File: config.mk
export PLATFORM = sky130hd
export DESIGN_NAME = subnet_match_counter_top
export DESIGN_NICKNAME = d
export VERILOG_FILES = /design/src/smc_pkg.sv /design/src/subnet_match_counter_top.sv /design/src/smc_ctrl.sv /design/src/smc_datapath.sv
export SDC_FILE = /design/constraint.sdc
export NUM_CORES = 2
export LEC_CHECK = 0
export ABC_AREA = 1
export BUFFER_PORTS_ARGS = -buffer_cell sky130_fd_sc_hd__buf_2
export CAP_MARGIN = 20
export CORE_MARGIN = 2
export CORE_UTILIZATION = 35
export DETAILED_ROUTE_END_ITERATION = 10
export PLACE_DENSITY = 0.58
export SYNTH_ARGS = -nofsm -noshare
export SYNTH_HDL_FRONTEND = slang
export SYNTH_SLANG_ARGS = --single-unit
File: constraint.sdc
create_clock -name clock -period 5.9 [get_ports clock]
set_input_delay 0.59 -clock clock [delete_from_list [all_inputs] [get_ports clock]]
set_output_delay 0.59 -clock clock [all_outputs]
set_load 0.02 [all_outputs]
File: src/smc_pkg.sv
package smc_pkg;

   localparam int KIND_W             = 2;
   localparam int INDEX_W            = 4;
   localparam int ADDR_W             = 32;
   localparam int MAP_W              = 16;
   localparam int COUNT_W            = 5;
   localparam int VALUE_W            = 32;
   localparam int REQ_DATA_W         = 72;
   localparam int RSP_DATA_W         = 56;
   localparam int ENTRIES_DEFAULT    = 16;
   localparam int COUNT_BITS_DEFAULT = 32;

   typedef enum logic [KIND_W-1:0] {
      KIND_LOAD     = 2'd0,
      KIND_CLASSIFY = 2'd1,
      KIND_READ     = 2'd2,
      KIND_UNUSED   = 2'd3
   } kind_type;

   // Commands from the controller to the datapath.
   typedef struct packed {
      logic capture;
      logic exec_load;
      logic scan_step;
      logic out_load;
   } smc_cmd_type;

   // Status from the datapath to the controller.
   typedef struct packed {
      kind_type kind;
      logic     scan_last;
   } smc_status_type;

endpackage

File: src/subnet_match_counter_top.sv
// Channel  Direction  Handshake              Payload
// req      in         req_tvalid/req_tready  tuser: kind; tdata: index, address, netmask
// rsp      out        rsp_tvalid/rsp_tready  tdata: match map, match count, counter value
//
// One item is in work at a time. A load, a counter read or an unused kind passes
// through the execute and finish states before its result shows; a classify also
// passes through the scan and drain states, the single comparator visiting one table
// entry per cycle through the registered table read. Reset clears the valid bits and
// the control state; the tables need no clearing pass. A waiting result holds in the
// output register, and the next item is taken in the cycle that result leaves.
module subnet_match_counter_top
   import smc_pkg::*;
#(
   parameter int ENTRIES    = ENTRIES_DEFAULT,
   parameter int COUNT_BITS = COUNT_BITS_DEFAULT
)
(
   input  logic                  clock,
   input  logic                  reset,
   input  logic                  req_tvalid,
   output logic                  req_tready,
   // [3:0] entry_index, [35:4] address, [67:36] netmask, [71:68] zero
   input  logic [REQ_DATA_W-1:0] req_tdata,
   // [1:0] kind
   input  logic [KIND_W-1:0]     req_tuser,
   output logic                  rsp_tvalid,
   input  logic                  rsp_tready,
   // [15:0] match_map, [20:16] match_count, [52:21] counter_value, [55:53] zero
   output logic [RSP_DATA_W-1:0] rsp_tdata
);

   smc_cmd_type    cmd;
   smc_status_type status;

   smc_ctrl u_ctrl (
      .clock      (clock),
      .reset      (reset),
      .req_tvalid (req_tvalid),
      .req_tready (req_tready),
      .rsp_tvalid (rsp_tvalid),
      .rsp_tready (rsp_tready),
      .status     (status),
      .cmd        (cmd)
   );

   smc_datapath #(
      .ENTRIES    (ENTRIES),
      .COUNT_BITS (COUNT_BITS)
   ) u_datapath (
      .clock     (clock),
      .reset     (reset),
      .cmd       (cmd),
      .status    (status),
      .req_tdata (req_tdata),
      .req_tuser (req_tuser),
      .rsp_tdata (rsp_tdata)
   );

   a_ready_slot_free: assert property (@(posedge clock) disable iff (reset)
      req_tready |-> (!rsp_tvalid || rsp_tready))
      else $error("input taken while the result slot stays occupied");

   a_finish_shows_result: assert property (@(posedge clock) disable iff (reset)
      cmd.out_load |=> rsp_tvalid)
      else $error("finished item did not show a result");

   a_load_not_in_scan: assert property (@(posedge clock) disable iff (reset)
      !(cmd.exec_load && cmd.scan_step))
      else $error("table load during a scan");

   a_scan_ends: assert property (@(posedge clock) disable iff (reset)
      (cmd.scan_step && status.scan_last) |=> !cmd.scan_step)
      else $error("scan ran past the last entry");

endmodule

File: src/smc_ctrl.sv
module smc_ctrl
   import smc_pkg::*;
(
   input  logic           clock,
   input  logic           reset,
   input  logic           req_tvalid,
   output logic           req_tready,
   output logic           rsp_tvalid,
   input  logic           rsp_tready,
   input  smc_status_type status,
   output smc_cmd_type    cmd
);

   typedef enum logic [2:0] {
      ST_IDLE,
      ST_EXEC,
      ST_SCAN,
      ST_DRAIN,
      ST_FINISH
   } state_type;

   state_type state_ff, state_in;
   logic      rsp_valid_ff, rsp_valid_in;
   logic      req_beat;

   // The block is idle and the result slot is free, or is emptied at this edge.
   assign req_tready = (state_ff == ST_IDLE) && (!rsp_valid_ff || rsp_tready);
   assign req_beat   = req_tvalid && req_tready;
   assign rsp_tvalid = rsp_valid_ff;

   always_comb begin
      cmd.capture   = req_beat;
      cmd.exec_load = (state_ff == ST_EXEC) && (status.kind == KIND_LOAD);
      cmd.scan_step = (state_ff == ST_SCAN);
      cmd.out_load  = (state_ff == ST_FINISH);
   end

   always_comb begin
      state_in     = state_ff;
      rsp_valid_in = rsp_valid_ff;
      if (rsp_valid_ff && rsp_tready) begin
         rsp_valid_in = 1'b0;
      end
      case (state_ff)
         ST_IDLE: begin
            if (req_beat) begin
               state_in = ST_EXEC;
            end
         end
         ST_EXEC: begin
            if (status.kind == KIND_CLASSIFY) begin
               state_in = ST_SCAN;
            end else begin
               state_in = ST_FINISH;
            end
         end
         ST_SCAN: begin
            if (status.scan_last) begin
               state_in = ST_DRAIN;
            end
         end
         ST_DRAIN: begin
            state_in = ST_FINISH;
         end
         ST_FINISH: begin
            rsp_valid_in = 1'b1;
            state_in     = ST_IDLE;
         end
         default: begin
            state_in = ST_IDLE;
         end
      endcase
   end

   always_ff @(posedge clock) begin
      if (reset) begin
         state_ff     <= ST_IDLE;
         rsp_valid_ff <= 1'b0;
      end else begin
         state_ff     <= state_in;
         rsp_valid_ff <= rsp_valid_in;
      end
   end

endmodule

File: src/smc_datapath.sv
module smc_datapath
   import smc_pkg::*;
#(
   parameter int ENTRIES    = ENTRIES_DEFAULT,
   parameter int COUNT_BITS = COUNT_BITS_DEFAULT
)
(
   input  logic                  clock,
   input  logic                  reset,
   input  smc_cmd_type           cmd,
   output smc_status_type        status,
   input  logic [REQ_DATA_W-1:0] req_tdata,
   input  logic [KIND_W-1:0]     req_tuser,
   output logic [RSP_DATA_W-1:0] rsp_tdata
);

   localparam int IDXW  = (ENTRIES > 1) ? $clog2(ENTRIES) : 1;
   localparam int EXTW  = IDXW + INDEX_W;
   localparam int PAD_W = RSP_DATA_W - VALUE_W - COUNT_W - MAP_W;

   // Entry table: prefix in the upper half, mask in the lower half.
   logic [2*ADDR_W-1:0]   entry_mem [ENTRIES];
   logic [COUNT_BITS-1:0] cnt_mem   [ENTRIES];

   kind_type              kind_ff;
   logic [INDEX_W-1:0]    idx_ff;
   logic [ADDR_W-1:0]     addr_ff;
   logic [ADDR_W-1:0]     mask_ff;
   logic [ENTRIES-1:0]    valid_ff;
   logic [IDXW-1:0]       scan_idx_ff;
   logic                  cmp_vld_ff;
   logic [IDXW-1:0]       cmp_idx_ff;
   logic [2*ADDR_W-1:0]   entry_rd_ff;
   logic [COUNT_BITS-1:0] cnt_rd_ff;
   logic [MAP_W-1:0]      map_ff, map_in;
   logic [COUNT_W-1:0]    count_ff, count_in;
   logic [MAP_W-1:0]      out_map_ff;
   logic [COUNT_W-1:0]    out_count_ff;
   logic [VALUE_W-1:0]    out_value_ff;

   logic [EXTW-1:0]          idx_ext;
   logic [IDXW-1:0]          mem_idx;
   logic                     idx_in_range;
   logic [IDXW-1:0]          rd_addr;
   logic [EXTW-1:0]          cmp_ext;
   logic                     hit;
   logic [COUNT_BITS-1:0]    cnt_inc;
   logic [COUNT_BITS+VALUE_W-1:0] cnt_ext;
   logic [VALUE_W-1:0]       read_value;

   assign idx_ext      = EXTW'(idx_ff);
   assign mem_idx      = idx_ext[IDXW-1:0];
   assign idx_in_range = idx_ext < EXTW'(ENTRIES);
   assign rd_addr      = cmd.scan_step ? scan_idx_ff : mem_idx;
   assign cmp_ext      = EXTW'(cmp_idx_ff);

   assign hit = cmp_vld_ff && valid_ff[cmp_idx_ff] &&
                ((addr_ff & entry_rd_ff[ADDR_W-1:0]) == entry_rd_ff[2*ADDR_W-1:ADDR_W]);

   assign cnt_inc = (cnt_rd_ff == {COUNT_BITS{1'b1}}) ? cnt_rd_ff
                                                        : cnt_rd_ff + COUNT_BITS'(1);

   // Counters narrower than the result field are zero extended.
   assign cnt_ext    = (COUNT_BITS + VALUE_W)'(cnt_rd_ff);
   assign read_value = (idx_in_range && valid_ff[mem_idx]) ? cnt_ext[VALUE_W-1:0]
                                                           : '0;

   assign status.kind      = kind_ff;
   assign status.scan_last = (scan_idx_ff == IDXW'(ENTRIES - 1));

   assign rsp_tdata = {PAD_W'(0), out_value_ff, out_count_ff, out_map_ff};

   always_comb begin
      map_in   = map_ff;
      count_in = count_ff;
      if (hit) begin
         if (cmp_ext < EXTW'(MAP_W)) begin
            map_in[cmp_ext[INDEX_W-1:0]] = 1'b1;
         end
         if (count_ff != {COUNT_W{1'b1}}) begin
            count_in = count_ff + COUNT_W'(1);
         end
      end
   end

   always_ff @(posedge clock) begin
      if (cmd.capture) begin
         kind_ff <= kind_type'(req_tuser);
         idx_ff  <= req_tdata[INDEX_W-1:0];
         addr_ff <= req_tdata[INDEX_W+ADDR_W-1:INDEX_W];
         mask_ff <= req_tdata[INDEX_W+2*ADDR_W-1:INDEX_W+ADDR_W];
      end
   end

   always_ff @(posedge clock) begin
      if (reset) begin
         valid_ff    <= '0;
         scan_idx_ff <= '0;
         cmp_vld_ff  <= 1'b0;
      end else begin
         cmp_vld_ff <= cmd.scan_step;
         if (cmd.capture) begin
            scan_idx_ff <= '0;
         end else if (cmd.scan_step && !status.scan_last) begin
            scan_idx_ff <= scan_idx_ff + IDXW'(1);
         end
         if (cmd.exec_load && idx_in_range) begin
            valid_ff[mem_idx] <= 1'b1;
         end
      end
   end

   always_ff @(posedge clock) begin
      cmp_idx_ff <= scan_idx_ff;
      if (cmd.capture) begin
         map_ff   <= '0;
         count_ff <= '0;
      end else begin
         map_ff   <= map_in;
         count_ff <= count_in;
      end
   end

   always_ff @(posedge clock) begin
      if (cmd.exec_load && idx_in_range) begin
         entry_mem[mem_idx] <= {addr_ff, mask_ff};
      end
      entry_rd_ff <= entry_mem[rd_addr];
   end

   // A load clears the counter; a hit bumps the entry compared in this cycle.
   always_ff @(posedge clock) begin
      if (cmd.exec_load && idx_in_range) begin
         cnt_mem[mem_idx] <= '0;
      end else if (hit) begin
         cnt_mem[cmp_idx_ff] <= cnt_inc;
      end
      cnt_rd_ff <= cnt_mem[rd_addr];
   end

   always_ff @(posedge clock) begin
      if (cmd.out_load) begin
         case (kind_ff)
            KIND_CLASSIFY: begin
               out_map_ff   <= map_ff;
               out_count_ff <= count_ff;
               out_value_ff <= '0;
            end
            KIND_READ: begin
               out_map_ff   <= '0;
               out_count_ff <= '0;
               out_value_ff <= read_value;
            end
            default: begin
               out_map_ff   <= '0;
               out_count_ff <= '0;
               out_value_ff <= '0;
            end
         endcase
      end
   end

endmodule

==> results summary <==
Across all layers, the routed design uses roughly 44,000 vias. The count of flip-flops with a built-in enable after synthesis came out at 1,659. After clock tree synthesis, the setup repair step added 0 buffers.

Setup repair after global routing left no endpoint under its margin. The type of the worst setup path is flop to flop. STA classifies the critical path endpoint as a flop. Tracing the worst setup path back leads to its startpoint at u_datapath.addr_ff[18]$_DFFE_PP_. The final cycle utilization of the critical path is around three quarters.

The clock skew after layout is 45.5 ps. The detail route stage leaves a number of antenna-violating nets equal to 0. The number of iterations in the first detailed-routing pass came out at 5.

The most numerous cell on the critical path is sky130_fd_sc_hd__nand2_1. Compared with the post-synthesis result, the final layout area differs by 14.3%. Sorting the synthesized cells by area gives the leading types as sky130_fd_sc_hd__edfxtp_1, sky130_fd_sc_hd__nor2_1, sky130_fd_sc_hd__o21ai_0. In this run the critical register-to-register path is launched from u_datapath.addr_ff[18]$_DFFE_PP_. The slack of the worst reg-to-reg path came out at around 1500 ps. The number of ports placed on the die boundary is between 100 and 150. The floorplan die width came out at roughly 450 um. The cell row count is around 160. The placeable core region is just under 0.2 mm^2. The largest stage delay on the critical path is approximately 710 ps. The clock edge transition at the registers on the reported setup and hold paths is ~60 ps. The detailed router finished its first iteration with 4,278 violations. In the synthesized netlist the dominant register cell turns out to be sky130_fd_sc_hd__edfxtp_1. The worst setup path endpoint is u_datapath.cnt_mem[4][6]$_DFFE_PP_. Synthesis produced approximately 5,200 cells. The final layout contains routed wiring with a total length of approximately 190,000 um. The worst-margin pin slew came out at 1130 ps. During synthesis, Yosys emitted a total of 0 warnings. The power density normalized to cell area is between 300 and 400 mW/mm^2. The overflow left after global routing is 0.

The starting utilization of the core area came out at around a third. Of all cell types, the one taking the most synthesized area is sky130_fd_sc_hd__edfxtp_1. For the worst setup path, the data required time is approximately 6400 ps. The worst-path cell with the longest stage delay is sky130_fd_sc_hd__edfxtp_1.

The portion of the post-synthesis area used by sequential elements is between 70 and 80%. The reported leakage power came out at 24.7 nW. The shortest period the worst path allows is around 4400 ps.

The path class of the tightest hold or removal check is input port to flop. The portion of synthesized cell area occupied by the leading cell type is around 70%. The commonest cells after synthesis are sky130_fd_sc_hd__edfxtp_1, sky130_fd_sc_hd__nor2_1, sky130_fd_sc_hd__o21ai_0. The maximum clock frequency came out at about 230 MHz.

The average size of a mapped cell came out at approximately 13 um^2. The relative max-transition margin came out at between 20% and 30%. The count of final max-slew check failures is 0. The mean routed wirelength per cell is around 23 um. The post-synthesis cell area came out at roughly 0.070 mm^2. The via count of the first global-routing pass is 42,000. The maximum number of pins on one net before global-route repair is between 200 and 250. The post-route total power is ~28 mW. The data arrival time of the critical path is 4860 ps. The floorplan step set the die height to 451 um. The number of distinct library cells after synthesis is between 40 and 50. The hold violation count in the final report is 0. The maximum fanout along the worst path came out at 18. The last weighted congestion value of the routability-driven placer is 0.843. The CTS tree is done. The cell chosen for the clock root is sky130_fd_sc_hd__clkbuf_16. In the routed design, unresolved DRC markers number 0. The die covers just over 0.2 mm^2. The global-route wire length before repair came out at approximately 280,000 um. Yosys instantiated no cell more often than sky130_fd_sc_hd__edfxtp_1. The count of endpoints failing setup in the final report is 0. Buffers inserted to repair hold after CTS numbered 63. In this run, CTS created clock tree buffers numbering 179. The run finished with clean final reports. Buffers placed on the I/O ports in this run total between 100 and 150. The net count of the finished layout is 5,443. The worst setup path is launched from a flop. The initial antenna violation count is 9.

The clock passes through at most 3 buffers. Of the cells placed in the final design, the portion with a size suffix greater than 1 is under 10%. The endpoint identified for the worst register-to-register timing path is u_datapath.cnt_mem[4][6]$_DFFE_PP_. The clock latency on the worst-skew pair is between 800 and 900 ps. The number of fill cells in the layout is roughly 18,000. The share of flip-flops with an asynchronous set or reset is 0%. The HPWL after detailed placement is approximately 95,000 um. In the final timing run, aggregate negative setup slack is 0 ps. The worst IR drop on VDD is around 0.00027 V. The number of cells traversed by the worst register-to-register path is 13.

The H-tree depth is 4. Gates resized during post-CTS repair numbered 0. The register bit count reported by yosys came out at 1,805.

The sink count of the clock tree is between 1,500 and 2,000. Across the run, the number of max-cap violations was 0. The detail-routed via count per cell came out at roughly 5.3. The critical path goes through nand2_1 > nand2_1 > nand2_1 > nor2_1 > nand2_1 > nor2_1 > nand2_1 > nor2_1 > nand3_1 > o21ai_1 > nand2_1 > nor2_4 > buf_4. The total routing usage reported by global routing is between 10% and 20%.
cell type report:
cell class / count / area (um^2) / area share (%)
Clock buffer: 253 / 4930 / 6.18
Sequential cell: 1805 / 52700 / 66.1
Antenna cell: 3 / 7.51 / 0.00941
Tap cell: 2640 / 3300 / 4.14
Multi-Input combinational cell: 2958 / 15100 / 18.9
Timing Repair Buffer: 290 / 2300 / 2.89
Inverter: 127 / 520 / 0.652
Clock inverter: 77 / 912 / 1.14
worst min path at each step:
stage	cells past startpoint	slack [ps]	start	to
2_1_floorplan	0	360	u_datapath.scan_idx_ff[3]$_SDFFE_PP0P_	u_datapath.cmp_idx_ff[3]$_DFF_P_
3_3_place_gp	0	380	u_datapath.scan_idx_ff[3]$_SDFFE_PP0P_	u_datapath.cmp_idx_ff[3]$_DFF_P_
3_5_place_dp	0	380	u_datapath.scan_idx_ff[3]$_SDFFE_PP0P_	u_datapath.cmp_idx_ff[3]$_DFF_P_
4_1_cts	1	8	req_tdata[11]	u_datapath.addr_ff[7]$_DFFE_PP_
5_1_grt	1	8	req_tdata[35]	u_datapath.addr_ff[31]$_DFFE_PP_
6_report	1	30	req_tdata[35]	u_datapath.addr_ff[31]$_DFFE_PP_
kinds of logic after synthesis:
kind of cell             after synthesis  share of synthesized area (%)
other                                  1                        0.00537
AO/OA/AOI/OAI                       1339                           11.7
adder cells (fa/ha/maj)                4                         0.0717
AND/OR/NAND/NOR                     1607                           9.32
flip-flops                          1805                           75.6
buffers and inverters                464                           3.21
XOR/XNOR                               5                         0.0628
cells in the final DEF (no fill, tap or decap), types with 7 or more instances in the layout:
cell type and instances:
sky130_fd_sc_hd__o211ai_1 93, sky130_fd_sc_hd__nand3_1 157, sky130_fd_sc_hd__bufinv_16 11, sky130_fd_sc_hd__nor3_1 13
sky130_fd_sc_hd__inv_1 116, sky130_fd_sc_hd__clkbuf_8 17, sky130_fd_sc_hd__o21ai_0 671, sky130_fd_sc_hd__edfxtp_1 1659
sky130_fd_sc_hd__dfxtp_1 146, sky130_fd_sc_hd__o22ai_1 92, sky130_fd_sc_hd__clkinvlp_4 7, sky130_fd_sc_hd__clkinv_1 25
sky130_fd_sc_hd__nand4_1 36, sky130_fd_sc_hd__nand2_1 374, sky130_fd_sc_hd__buf_12 23, sky130_fd_sc_hd__nand3b_1 17
sky130_fd_sc_hd__clkinv_2 17, sky130_fd_sc_hd__a21oi_1 52, sky130_fd_sc_hd__buf_2 128, sky130_fd_sc_hd__clkbuf_1 57
sky130_fd_sc_hd__dlygate4sd3_1 63, sky130_fd_sc_hd__buf_4 76, sky130_fd_sc_hd__clkbuf_16 179, sky130_fd_sc_hd__nor2_1 955
sky130_fd_sc_hd__o221ai_1 292, sky130_fd_sc_hd__nor2_4 32, sky130_fd_sc_hd__o21ai_1 126, sky130_fd_sc_hd__clkinv_16 7
state kept, by name, indices dropped and copies added (netlist names), 2 cells and up:
signal,cells
u_datapath.cnt_rd_ff,32
u_datapath.out_map_ff,16
u_datapath.entry_rd_ff,64
u_datapath.entry_mem,1024
u_datapath.addr_ff,32
u_datapath.valid_ff,16
u_ctrl.state_ff,3
u_datapath.out_count_ff,5
u_datapath.idx_ff,4
u_datapath.scan_idx_ff,4
u_datapath.kind_ff,2
u_datapath.cnt_mem,512
u_datapath.mask_ff,32
u_datapath.count_ff,5
u_datapath.map_ff,16
u_datapath.cmp_idx_ff,4
u_datapath.out_value_ff,32
worst max-delay path: cells and delay by family (launching register included):
kind	cells	cell delay, ps
flip-flops	1	710
buffers and inverters	1	440
AO/OA/AOI/OAI	1	250
AND/OR/NAND/NOR	11	2580
per-stage QoR:
stage | utilization [%] | cell area, um^2 | setup WS (ps) | hold WS, ps | instances
global route | 40.3 | 79800 | 1150 | 8.06 | 8150
floorplan | - | 69800 | 1280 | 361 | 5227
global placement | 37.0 | 73300 | 1550 | 378 | 7753
CTS | 40.3 | 79800 | 1430 | 8.38 | 8146
finish | 40.3 | 79800 | 1520 | 34.8 | 8153
detailed placement | 37.0 | 73300 | 1490 | 375 | 7753
where the power goes:
group / internal [mW] / switching, mW / leakage (nW)
sequential: 14.3 / 0.329 / 15.3
combinational: 0.659 / 1.77 / 6.57
clock: 6.36 / 4.92 / 2.80
total: 21.3 / 7.01 / 24.7
layer usage:
metal	up-vias	track usage [%]	routed length, um
met2	1396	30.6	92300
met4	0	4.16	3320
met5	-	0	0
met3	240	2.39	10300
li1	19800	-	-
met1	22100	24.3	80600
(Power assumes the default switching activity.)
